**src/hw/rtl/tss_pkg.sv**
```systemverilog
// Package for the triangle scanline span block.
// Holds the default coordinate width and the color width; no dependencies.
`default_nettype none
package tss_pkg;
  localparam int COORD_BITS = 13;
  localparam int COLOR_BITS = 32;
endpackage
`default_nettype wire

```
**src/hw/rtl/tss_div.sv**
```systemverilog
// Pipelined unsigned restoring divider, one quotient bit per stage.
// Depends on tss_pkg for the default width; stage enables come from the parent.
`default_nettype none
module tss_div #(
  parameter int COORD_BITS = tss_pkg::COORD_BITS
) (
  input  wire logic                      clk,
  input  wire logic [COORD_BITS-1:0]     en,
  input  wire logic [2*COORD_BITS-1:0]   num,
  input  wire logic [COORD_BITS-1:0]     den,
  output logic      [COORD_BITS-1:0]     quo
);
  localparam int C = COORD_BITS;

  logic [2*C-1:0] rem_r [C];
  logic [C-1:0]   den_r [C];
  logic [C-1:0]   q_r   [C];

  for (genvar j = 0; j < C; j++) begin : g_stage
    localparam int I = C - 1 - j;
    logic [2*C-1:0] rem_in, shd, rem_nxt;
    logic [C-1:0]   den_in, q_in, q_nxt;

    if (j == 0) begin : g_first
      assign rem_in = num;
      assign den_in = den;
      assign q_in   = '0;
    end else begin : g_next
      assign rem_in = rem_r[j-1];
      assign den_in = den_r[j-1];
      assign q_in   = q_r[j-1];
    end

    always_comb begin
      shd     = {{C{1'b0}}, den_in} << I;
      rem_nxt = rem_in;
      q_nxt   = q_in;
      if (rem_in >= shd) begin
        rem_nxt  = rem_in - shd;
        q_nxt[I] = 1'b1;
      end
    end

    always_ff @(posedge clk) begin
      if (en[j]) begin
        rem_r[j] <= rem_nxt;
        den_r[j] <= den_in;
        q_r[j]   <= q_nxt;
      end
    end
  end

  assign quo = q_r[C-1];
endmodule
`default_nettype wire

```
**src/hw/rtl/triangle_scanline_span.sv**
```systemverilog
// Triangle scanline span. Throughput one word per cycle unless out_ready
// stalls the output; stages are sort, edge setup, multiply,
// magnitude, COORD_BITS divider stages (one quotient bit each), output.
// Any stage with a free slot advances, so bubbles close up under a stall.
// Synchronous active-low reset clears all stage valid bits.
// Depends on tss_pkg and tss_div.
`default_nettype none
module triangle_scanline_span #(
  parameter int COORD_BITS = tss_pkg::COORD_BITS
) (
  input  wire logic                           clk,
  input  wire logic                           rst_n,
  input  wire logic                           in_valid,
  output logic                                in_ready,
  input  wire logic signed [COORD_BITS-1:0]   in_ax,
  input  wire logic signed [COORD_BITS-1:0]   in_ay,
  input  wire logic signed [COORD_BITS-1:0]   in_bx,
  input  wire logic signed [COORD_BITS-1:0]   in_by,
  input  wire logic signed [COORD_BITS-1:0]   in_cx_in,
  input  wire logic signed [COORD_BITS-1:0]   in_cy_in,
  input  wire logic signed [COORD_BITS-1:0]   in_row,
  input  wire logic [tss_pkg::COLOR_BITS-1:0] in_fill_color,
  output logic                                out_valid,
  input  wire logic                           out_ready,
  output logic                                out_span_valid,
  output logic signed [COORD_BITS-1:0]        out_span_left,
  output logic signed [COORD_BITS-1:0]        out_span_right,
  output logic signed [COORD_BITS-1:0]        out_span_row,
  output logic [tss_pkg::COLOR_BITS-1:0]      out_span_color
);
  localparam int C    = COORD_BITS;
  localparam int D    = C + 1;
  localparam int NDIV = C;
  localparam int NST  = NDIV + 5;
  localparam int SDV  = 4;

  typedef struct packed {
    logic signed [C-1:0] x1, y1, x2, y2, x3, y3, r;
    logic [tss_pkg::COLOR_BITS-1:0] color;
  } srt_t;

  typedef struct packed {
    logic ok;
    logic signed [C-1:0] row;
    logic [tss_pkg::COLOR_BITS-1:0] color;
  } ctl_t;

  typedef struct packed {
    logic signed [C-1:0] x0;
    logic signed [D-1:0] dx, ry, dy;
  } edg_t;

  typedef struct packed {
    logic signed [C-1:0]   x0;
    logic signed [2*D-1:0] p;
    logic signed [D-1:0]   dy;
  } prd_t;

  typedef struct packed {
    logic signed [C-1:0] x0;
    logic neg;
    logic usex0;
  } side_t;

  logic [NST-1:0] v_r, free;

  always_comb begin
    free[NST-1] = !v_r[NST-1] || out_ready;
    for (int k = NST - 2; k >= 0; k--) begin
      free[k] = !v_r[k] || free[k+1];
    end
  end

  always_ff @(posedge clk) begin
    if (!rst_n) begin
      v_r <= '0;
    end else begin
      if (free[0]) v_r[0] <= in_valid;
      for (int k = 1; k < NST; k++) begin
        if (free[k]) begin
          v_r[k] <= v_r[k-1];
        end
      end
    end
  end

  assign in_ready = free[0];

  // stage 0: sort by y
  srt_t s0_nxt, s0_r;
  always_comb begin
    logic signed [C-1:0] t;
    t = '0;
    s0_nxt = '{x1: in_ax, y1: in_ay, x2: in_bx, y2: in_by, x3: in_cx_in,
               y3: in_cy_in, r: in_row, color: in_fill_color};
    if (s0_nxt.y1 > s0_nxt.y2) begin
      t = s0_nxt.x1; s0_nxt.x1 = s0_nxt.x2; s0_nxt.x2 = t;
      t = s0_nxt.y1; s0_nxt.y1 = s0_nxt.y2; s0_nxt.y2 = t;
    end
    if (s0_nxt.y1 > s0_nxt.y3) begin
      t = s0_nxt.x1; s0_nxt.x1 = s0_nxt.x3; s0_nxt.x3 = t;
      t = s0_nxt.y1; s0_nxt.y1 = s0_nxt.y3; s0_nxt.y3 = t;
    end
    if (s0_nxt.y2 > s0_nxt.y3) begin
      t = s0_nxt.x2; s0_nxt.x2 = s0_nxt.x3; s0_nxt.x3 = t;
      t = s0_nxt.y2; s0_nxt.y2 = s0_nxt.y3; s0_nxt.y3 = t;
    end
  end

  always_ff @(posedge clk) begin
    if (free[0]) s0_r <= s0_nxt;
  end

  // stage 1: edge setup
  ctl_t c1_nxt, c1_r;
  edg_t ea_nxt, eb_nxt, ea1_r, eb1_r;
  always_comb begin
    c1_nxt.ok    = (s0_r.y3 != s0_r.y1) && (s0_r.r >= s0_r.y1) && (s0_r.r <= s0_r.y3);
    c1_nxt.row   = s0_r.r;
    c1_nxt.color = s0_r.color;
    ea_nxt.x0 = s0_r.x1;
    ea_nxt.dx = D'(s0_r.x3) - D'(s0_r.x1);
    ea_nxt.ry = D'(s0_r.r) - D'(s0_r.y1);
    ea_nxt.dy = D'(s0_r.y3) - D'(s0_r.y1);
    if (s0_r.r < s0_r.y2) begin
      eb_nxt.x0 = s0_r.x1;
      eb_nxt.dx = D'(s0_r.x2) - D'(s0_r.x1);
      eb_nxt.ry = D'(s0_r.r) - D'(s0_r.y1);
      eb_nxt.dy = D'(s0_r.y2) - D'(s0_r.y1);
    end else begin
      eb_nxt.x0 = s0_r.x2;
      eb_nxt.dx = D'(s0_r.x3) - D'(s0_r.x2);
      eb_nxt.ry = D'(s0_r.r) - D'(s0_r.y2);
      eb_nxt.dy = D'(s0_r.y3) - D'(s0_r.y2);
    end
  end

  always_ff @(posedge clk) begin
    if (free[1]) begin
      c1_r  <= c1_nxt;
      ea1_r <= ea_nxt;
      eb1_r <= eb_nxt;
    end
  end

  // stage 2: multiply
  ctl_t c2_r;
  prd_t pa2_r, pb2_r;
  always_ff @(posedge clk) begin
    if (free[2]) begin
      c2_r     <= c1_r;
      pa2_r.x0 <= ea1_r.x0;
      pa2_r.p  <= ea1_r.dx * ea1_r.ry;
      pa2_r.dy <= ea1_r.dy;
      pb2_r.x0 <= eb1_r.x0;
      pb2_r.p  <= eb1_r.dx * eb1_r.ry;
      pb2_r.dy <= eb1_r.dy;
    end
  end

  // stage 3: magnitudes and signs
  ctl_t  c3_r;
  side_t sa3_r, sb3_r;
  logic [2*C-1:0] na3_r, nb3_r;
  logic [C-1:0]   da3_r, db3_r;
  logic signed [2*D-1:0] pa_abs, pb_abs;
  logic signed [D-1:0]   dya_abs, dyb_abs;
  always_comb begin
    pa_abs  = pa2_r.p[2*D-1] ? -pa2_r.p : pa2_r.p;
    pb_abs  = pb2_r.p[2*D-1] ? -pb2_r.p : pb2_r.p;
    dya_abs = pa2_r.dy[D-1] ? -pa2_r.dy : pa2_r.dy;
    dyb_abs = pb2_r.dy[D-1] ? -pb2_r.dy : pb2_r.dy;
  end

  always_ff @(posedge clk) begin
    if (free[3]) begin
      c3_r        <= c2_r;
      na3_r       <= pa_abs[2*C-1:0];
      nb3_r       <= pb_abs[2*C-1:0];
      da3_r       <= dya_abs[C-1:0];
      db3_r       <= dyb_abs[C-1:0];
      sa3_r.x0    <= pa2_r.x0;
      sa3_r.neg   <= pa2_r.p[2*D-1] ^ pa2_r.dy[D-1];
      sa3_r.usex0 <= (pa2_r.dy == '0);
      sb3_r.x0    <= pb2_r.x0;
      sb3_r.neg   <= pb2_r.p[2*D-1] ^ pb2_r.dy[D-1];
      sb3_r.usex0 <= (pb2_r.dy == '0);
    end
  end

  // divider stages
  logic [C-1:0] qa, qb;
  tss_div #(.COORD_BITS(C)) u_div_a (
    .clk(clk), .en(free[SDV +: NDIV]), .num(na3_r), .den(da3_r), .quo(qa)
  );
  tss_div #(.COORD_BITS(C)) u_div_b (
    .clk(clk), .en(free[SDV +: NDIV]), .num(nb3_r), .den(db3_r), .quo(qb)
  );

  ctl_t  cd_r [NDIV];
  side_t sa_r [NDIV];
  side_t sb_r [NDIV];
  always_ff @(posedge clk) begin
    if (free[SDV]) begin
      cd_r[0] <= c3_r;
      sa_r[0] <= sa3_r;
      sb_r[0] <= sb3_r;
    end
    for (int j = 1; j < NDIV; j++) begin
      if (free[SDV+j]) begin
        cd_r[j] <= cd_r[j-1];
        sa_r[j] <= sa_r[j-1];
        sb_r[j] <= sb_r[j-1];
      end
    end
  end

  // output stage: sign, offset, order
  ctl_t cl;
  side_t sal, sbl;
  logic signed [D-1:0] qsa, qsb, suma, sumb;
  logic signed [C-1:0] xa, xb, lo_nxt, hi_nxt;
  logic signed [C-1:0] lo_r, hi_r, row_r;
  logic [tss_pkg::COLOR_BITS-1:0] color_r;
  logic ok_r;
  always_comb begin
    cl   = cd_r[NDIV-1];
    sal  = sa_r[NDIV-1];
    sbl  = sb_r[NDIV-1];
    qsa  = sal.neg ? -$signed({1'b0, qa}) : $signed({1'b0, qa});
    qsb  = sbl.neg ? -$signed({1'b0, qb}) : $signed({1'b0, qb});
    suma = D'(sal.x0) + qsa;
    sumb = D'(sbl.x0) + qsb;
    xa   = sal.usex0 ? sal.x0 : suma[C-1:0];
    xb   = sbl.usex0 ? sbl.x0 : sumb[C-1:0];
    lo_nxt = '0;
    hi_nxt = '0;
    if (cl.ok) begin
      lo_nxt = (xa > xb) ? xb : xa;
      hi_nxt = (xa > xb) ? xa : xb;
    end
  end

  always_ff @(posedge clk) begin
    if (free[NST-1]) begin
      ok_r    <= cl.ok;
      lo_r    <= lo_nxt;
      hi_r    <= hi_nxt;
      row_r   <= cl.row;
      color_r <= cl.color;
    end
  end

  assign out_valid      = v_r[NST-1];
  assign out_span_valid = ok_r;
  assign out_span_left  = lo_r;
  assign out_span_right = hi_r;
  assign out_span_row   = row_r;
  assign out_span_color = color_r;
endmodule
`default_nettype wire

```
**config.mk**
```make
export PLATFORM = sky130hd
export DESIGN_NAME = triangle_scanline_span
export DESIGN_NICKNAME = d
export VERILOG_FILES = /design/src/hw/rtl/tss_pkg.sv /design/src/hw/rtl/tss_div.sv /design/src/hw/rtl/triangle_scanline_span.sv
export SDC_FILE = /design/constraint.sdc
export NUM_CORES = 2
export LEC_CHECK = 0
export ABC_AREA = 1
export BUFFER_PORTS_ARGS = -buffer_cell sky130_fd_sc_hd__buf_4
export CELL_PAD_IN_SITES_DETAIL_PLACEMENT = 2
export CELL_PAD_IN_SITES_GLOBAL_PLACEMENT = 2
export CORE_ASPECT_RATIO = 0.75
export CORE_UTILIZATION = 35
export DETAILED_ROUTE_END_ITERATION = 8
export PLACE_DENSITY = 0.77
export SLEW_MARGIN = 20
export SYNTH_ARGS = -nofsm -noshare
export SYNTH_HDL_FRONTEND = slang
export SYNTH_SLANG_ARGS = --single-unit
```
**constraint.sdc**
```tcl
create_clock -name clk -period 37.2 [get_ports clk]
set_clock_uncertainty 0.1 [all_clocks]
set_input_delay 3.72 -clock clk [delete_from_list [all_inputs] [get_ports clk]]
set_output_delay 3.72 -clock clk [all_outputs]
set_load 0.01 [all_outputs]
```
==> summary.md <==
| Metric | Value |
|---|---|
| Critical Path RT | 33380 ps |
| Die X | 712 um |
| Initial core utilization | 0.352 |
| CTS resizes | 0 |
| Clk_lat worst skew | 930 ps |
| Status | completed |
| DRC viols | 0 |
| Final setup TNS | 0 ps |
| Max_cap viols | 0 |
| Post-CTS setup buffers | 0 |
| Met2 Wirelength | 226000 um |
| Grt total ovfl | 0 |
| Synth warn | 0 |
| Vert. Die Dim | 535 um |
| Max-slew violation count | 0 |
| Row count | 195 |
| Placed cells | 15600 |
| Main combinational cell family by area after synthesis | adder cells |
| Post-Synth XOR/XNOR Area | 0.0417 |
| Initial drt markers | 6374 |
| Max Used Layer | met5 |
| Core area | 0.376 mm^2 |
| CP Data Arrival Time | 12140 ps |
| Slowest stage cell on the critical path | nand2_8 |
| HPWL after DPL | 326000 um |
| Unrepaired setup endpoints after global routing | false |
| Most used cell, CP | nor2_4 |
| Clk root buf | clkbuf_16 |
| Seq/Total Area, Yosys | 0.630 |
| Share of layout cells above drive strength 1 | 0.0696 |
| Synth top area cells | edfxtp_1 (63%), fa_1 (6.4%), ha_1 (6.3%) |
| Avg Synthesized Cell Area | 12.6 um^2 |
| Vias in the first global route | 95400 |
| Delay-heaviest family, CP | simple AND/OR/NAND/NOR gates |
| Period utilization | 0.429 |
| Multiplexer area fraction after synthesis | 0 |
| Dominant synthesized flop cell | edfxtp_1 |
| Initial antenna violation count | 17 |
| Max Buffers Root-to-Sink | 4 |
| Fin crit period | 15960 ps |
| Synth cell types | 70 |
| Final setup violation count | 0 |
| First-pass GRT wire length | 661000 um |
| CTS Buf Count | 295 |
| Dominant cell type by area after synthesis | edfxtp_1 |
| Asr flop ratio synth | 0 |
| Worst hold path class | flip-flop to flip-flop |
| Ports | 201 |
| Crit. End Element | output port |
| Post-route ant nets | 0 |
| Pre-antenna DRT Iters | 6 |
| Cell Area, Synth | 0.132 mm^2 |
| Hold Buf Count CTS | 0 |
| Fin nets | 12100 |
| DIE AREA | 0.381 mm^2 |
| M1 wire length | 180000 um |
| Met3 WL post-DR | 18400 um |
| CP max stage delay | 610 ps |
| Via count | 84800 |
| Max frequency | 62.7 MHz |
| Cells after Synth | 10500 |
| Worst-path clk slew | 60 ps |
| Net Count, Synth | 11700 |
| Normalized max-slew margin | 0.229 |
| Cell Chain, Critical Path | buf_4 -> nor2_4 -> nand4_4 -> nor2_4 -> nand2_8 -> nor2_4 -> nand2_8 -> nor2_4 -> nand2_8 -> nor2_4 -> nand2_8 -> nor2_4 -> nand2_8 -> nor2_4 -> nand2_8 -> nor2_4 -> nand2_8 -> buf_4 |
| Largest net degree at the start of global routing | 116 |
| Hold Fails Final Rpt | 0 |
| Synth Area in Simple Gates | 0.0899 |
| Measured slew at the worst slew-check pin | 1160 ps |
| Vias per cell | 5.25 |
| Worst-path fanout max | 115 |
| Routed WL | 451000 um |
| Synth Register Bits | 2783 |
| CTS tree | yes |
| Routed length per placed instance | 27.9 um |
| H-tree levels | 5 |
| Post-Synth Adder-Cell Area | 0.127 |
| Compound-gate portion of the synthesized area | 0.0620 |
| Total global-route track usage | 0.233 |
| Layout area overhead | 12.9% |
| Area share of the largest cell type after synthesis | 0.627 |
| Number of port buffers | 200 |
| Post-synth EDFFs | 2765 |
| Cell Count, Final, Fillers Out | 16200 |
| Critical path class | input pin to output port |
| Setup crit start kind | input pin |
| GPL Wtd Cong | 0.882 |
| Bufs and invs on worst path | 2 |
| Sink Count | 2783 |
[worst register-to-register path: stages, from the launching register on]
cell,delay [ps]
dfxtp_1,370
inv_1,100
nor2_4,240
nand4_4,500
nor2_4,450
nand2_8,610
nor2_4,560
nand2_8,510
nor2_4,560
nand2_8,470
nor2_4,530
nand2_8,510
nor2_4,500
nand2_8,450
nor2_4,540
nand2_8,530
nor2_4,640
nand2_8,330
buf_4,500
buf_4,470
[cells in the mapped netlist, drive strengths merged, types with 15 or more instances]
cell type,instances
a21o,29
xor2,336
o21bai,27
ha,671
dfxtp,18
fa,424
clkbuf,138
o31ai,38
edfxtp,2765
nand2,1625
inv,1525
buf,45
nand3b,22
nand3,187
nor3,103
nand4,150
xnor2,294
a31oi,40
o211ai,26
a21oi,597
a211oi,22
o21ai,650
o21a,15
nor2,558
or2,52
nor4,76
[registers in the layout, indices dropped and copies added, names as in the netlist, 32 cells and up]
register        cells
ea1_r              55
u_div_a.den_r     156
c1_r               46
c3_r               46
sb_r              195
c1_nxt             45
pb2_r              54
u_div_b.den_r     156
c2_r               46
pa2_r              54
u_div_b.q_r        91
s0_r               65
u_div_b.rem_r     312
u_div_a.rem_r     312
out_span_color     32
eb1_r              55
u_div_a.q_r        91
cd_r              598
sa_r              195
[cell families (layout without fill, tap and decap cells)]
| group | Yosys count | count (layout) |
|---|---|---|
| AND/OR/NAND/NOR | 2801 | 2801 |
| flip-flops | 2783 | 2783 |
| buffers and inverters | 1713 | 2315 |
| AO/OA/AOI/OAI | 1505 | 1505 |
| adder cells (fa/ha/maj) | 1095 | 1095 |
| XOR/XNOR | 630 | 630 |
| other | 0 | 7 |
[worst paths after layout]
check / start / end / slack, ps / cells after the start
setup / recovery: out_ready / in_ready / 21240 / 18
hold reg to reg: sa_r[1][53] / sa_r[1][68] / 300 / 0
setup reg to reg: v_r[17] / c1_nxt[28] / 27370 / 19
hold / removal: sa_r[1][53] / sa_r[1][68] / 300 / 0
[through the flow]
stage / util / instance area, um^2 / hold WS [ps] / worst slack, ps
2_1_floorplan: - / 132000 / 300 / 12360
3_3_place_gp: 0.372 / 140000 / 300 / 21740
3_5_place_dp: 0.372 / 140000 / 305 / 20620
4_1_cts: 0.397 / 150000 / 300 / 20370
5_1_grt: 0.397 / 150000 / 302 / 20700
6_report: 0.397 / 150000 / 297 / 21240
[layout by cell type, fill, tap and decap left out, drive strengths merged, types with 336 or more instances in the layout]
| master | n |
|---|---|
| edfxtp | 2765 |
| nand2 | 1625 |
| inv | 1540 |
| ha | 671 |
| o21ai | 650 |
| a21oi | 597 |
| nor2 | 558 |
| fa | 424 |
| clkbuf | 368 |
| xor2 | 336 |
[area by class of cell]
class	instances	area, um^2
clock inverters	166	1670
clock buffers	368	7830
repair buffers	251	1900
well taps	5023	6280
diodes	7	17.5
inverters	1530	5780
fillers	38300	227000
flip-flops and latches	2783	83400
multi-input cells	6031	42700
[per-layer routing]
layer  up-vias  track usage
li1      37100            -
met1     44000        0.279
met2      2720        0.415
met4         8        0.114
met3      1062       0.0270
met5         -            0
Power is not shown: default switching activity piles up to over one toggle a cycle in this logic, so the estimate is an artifact.
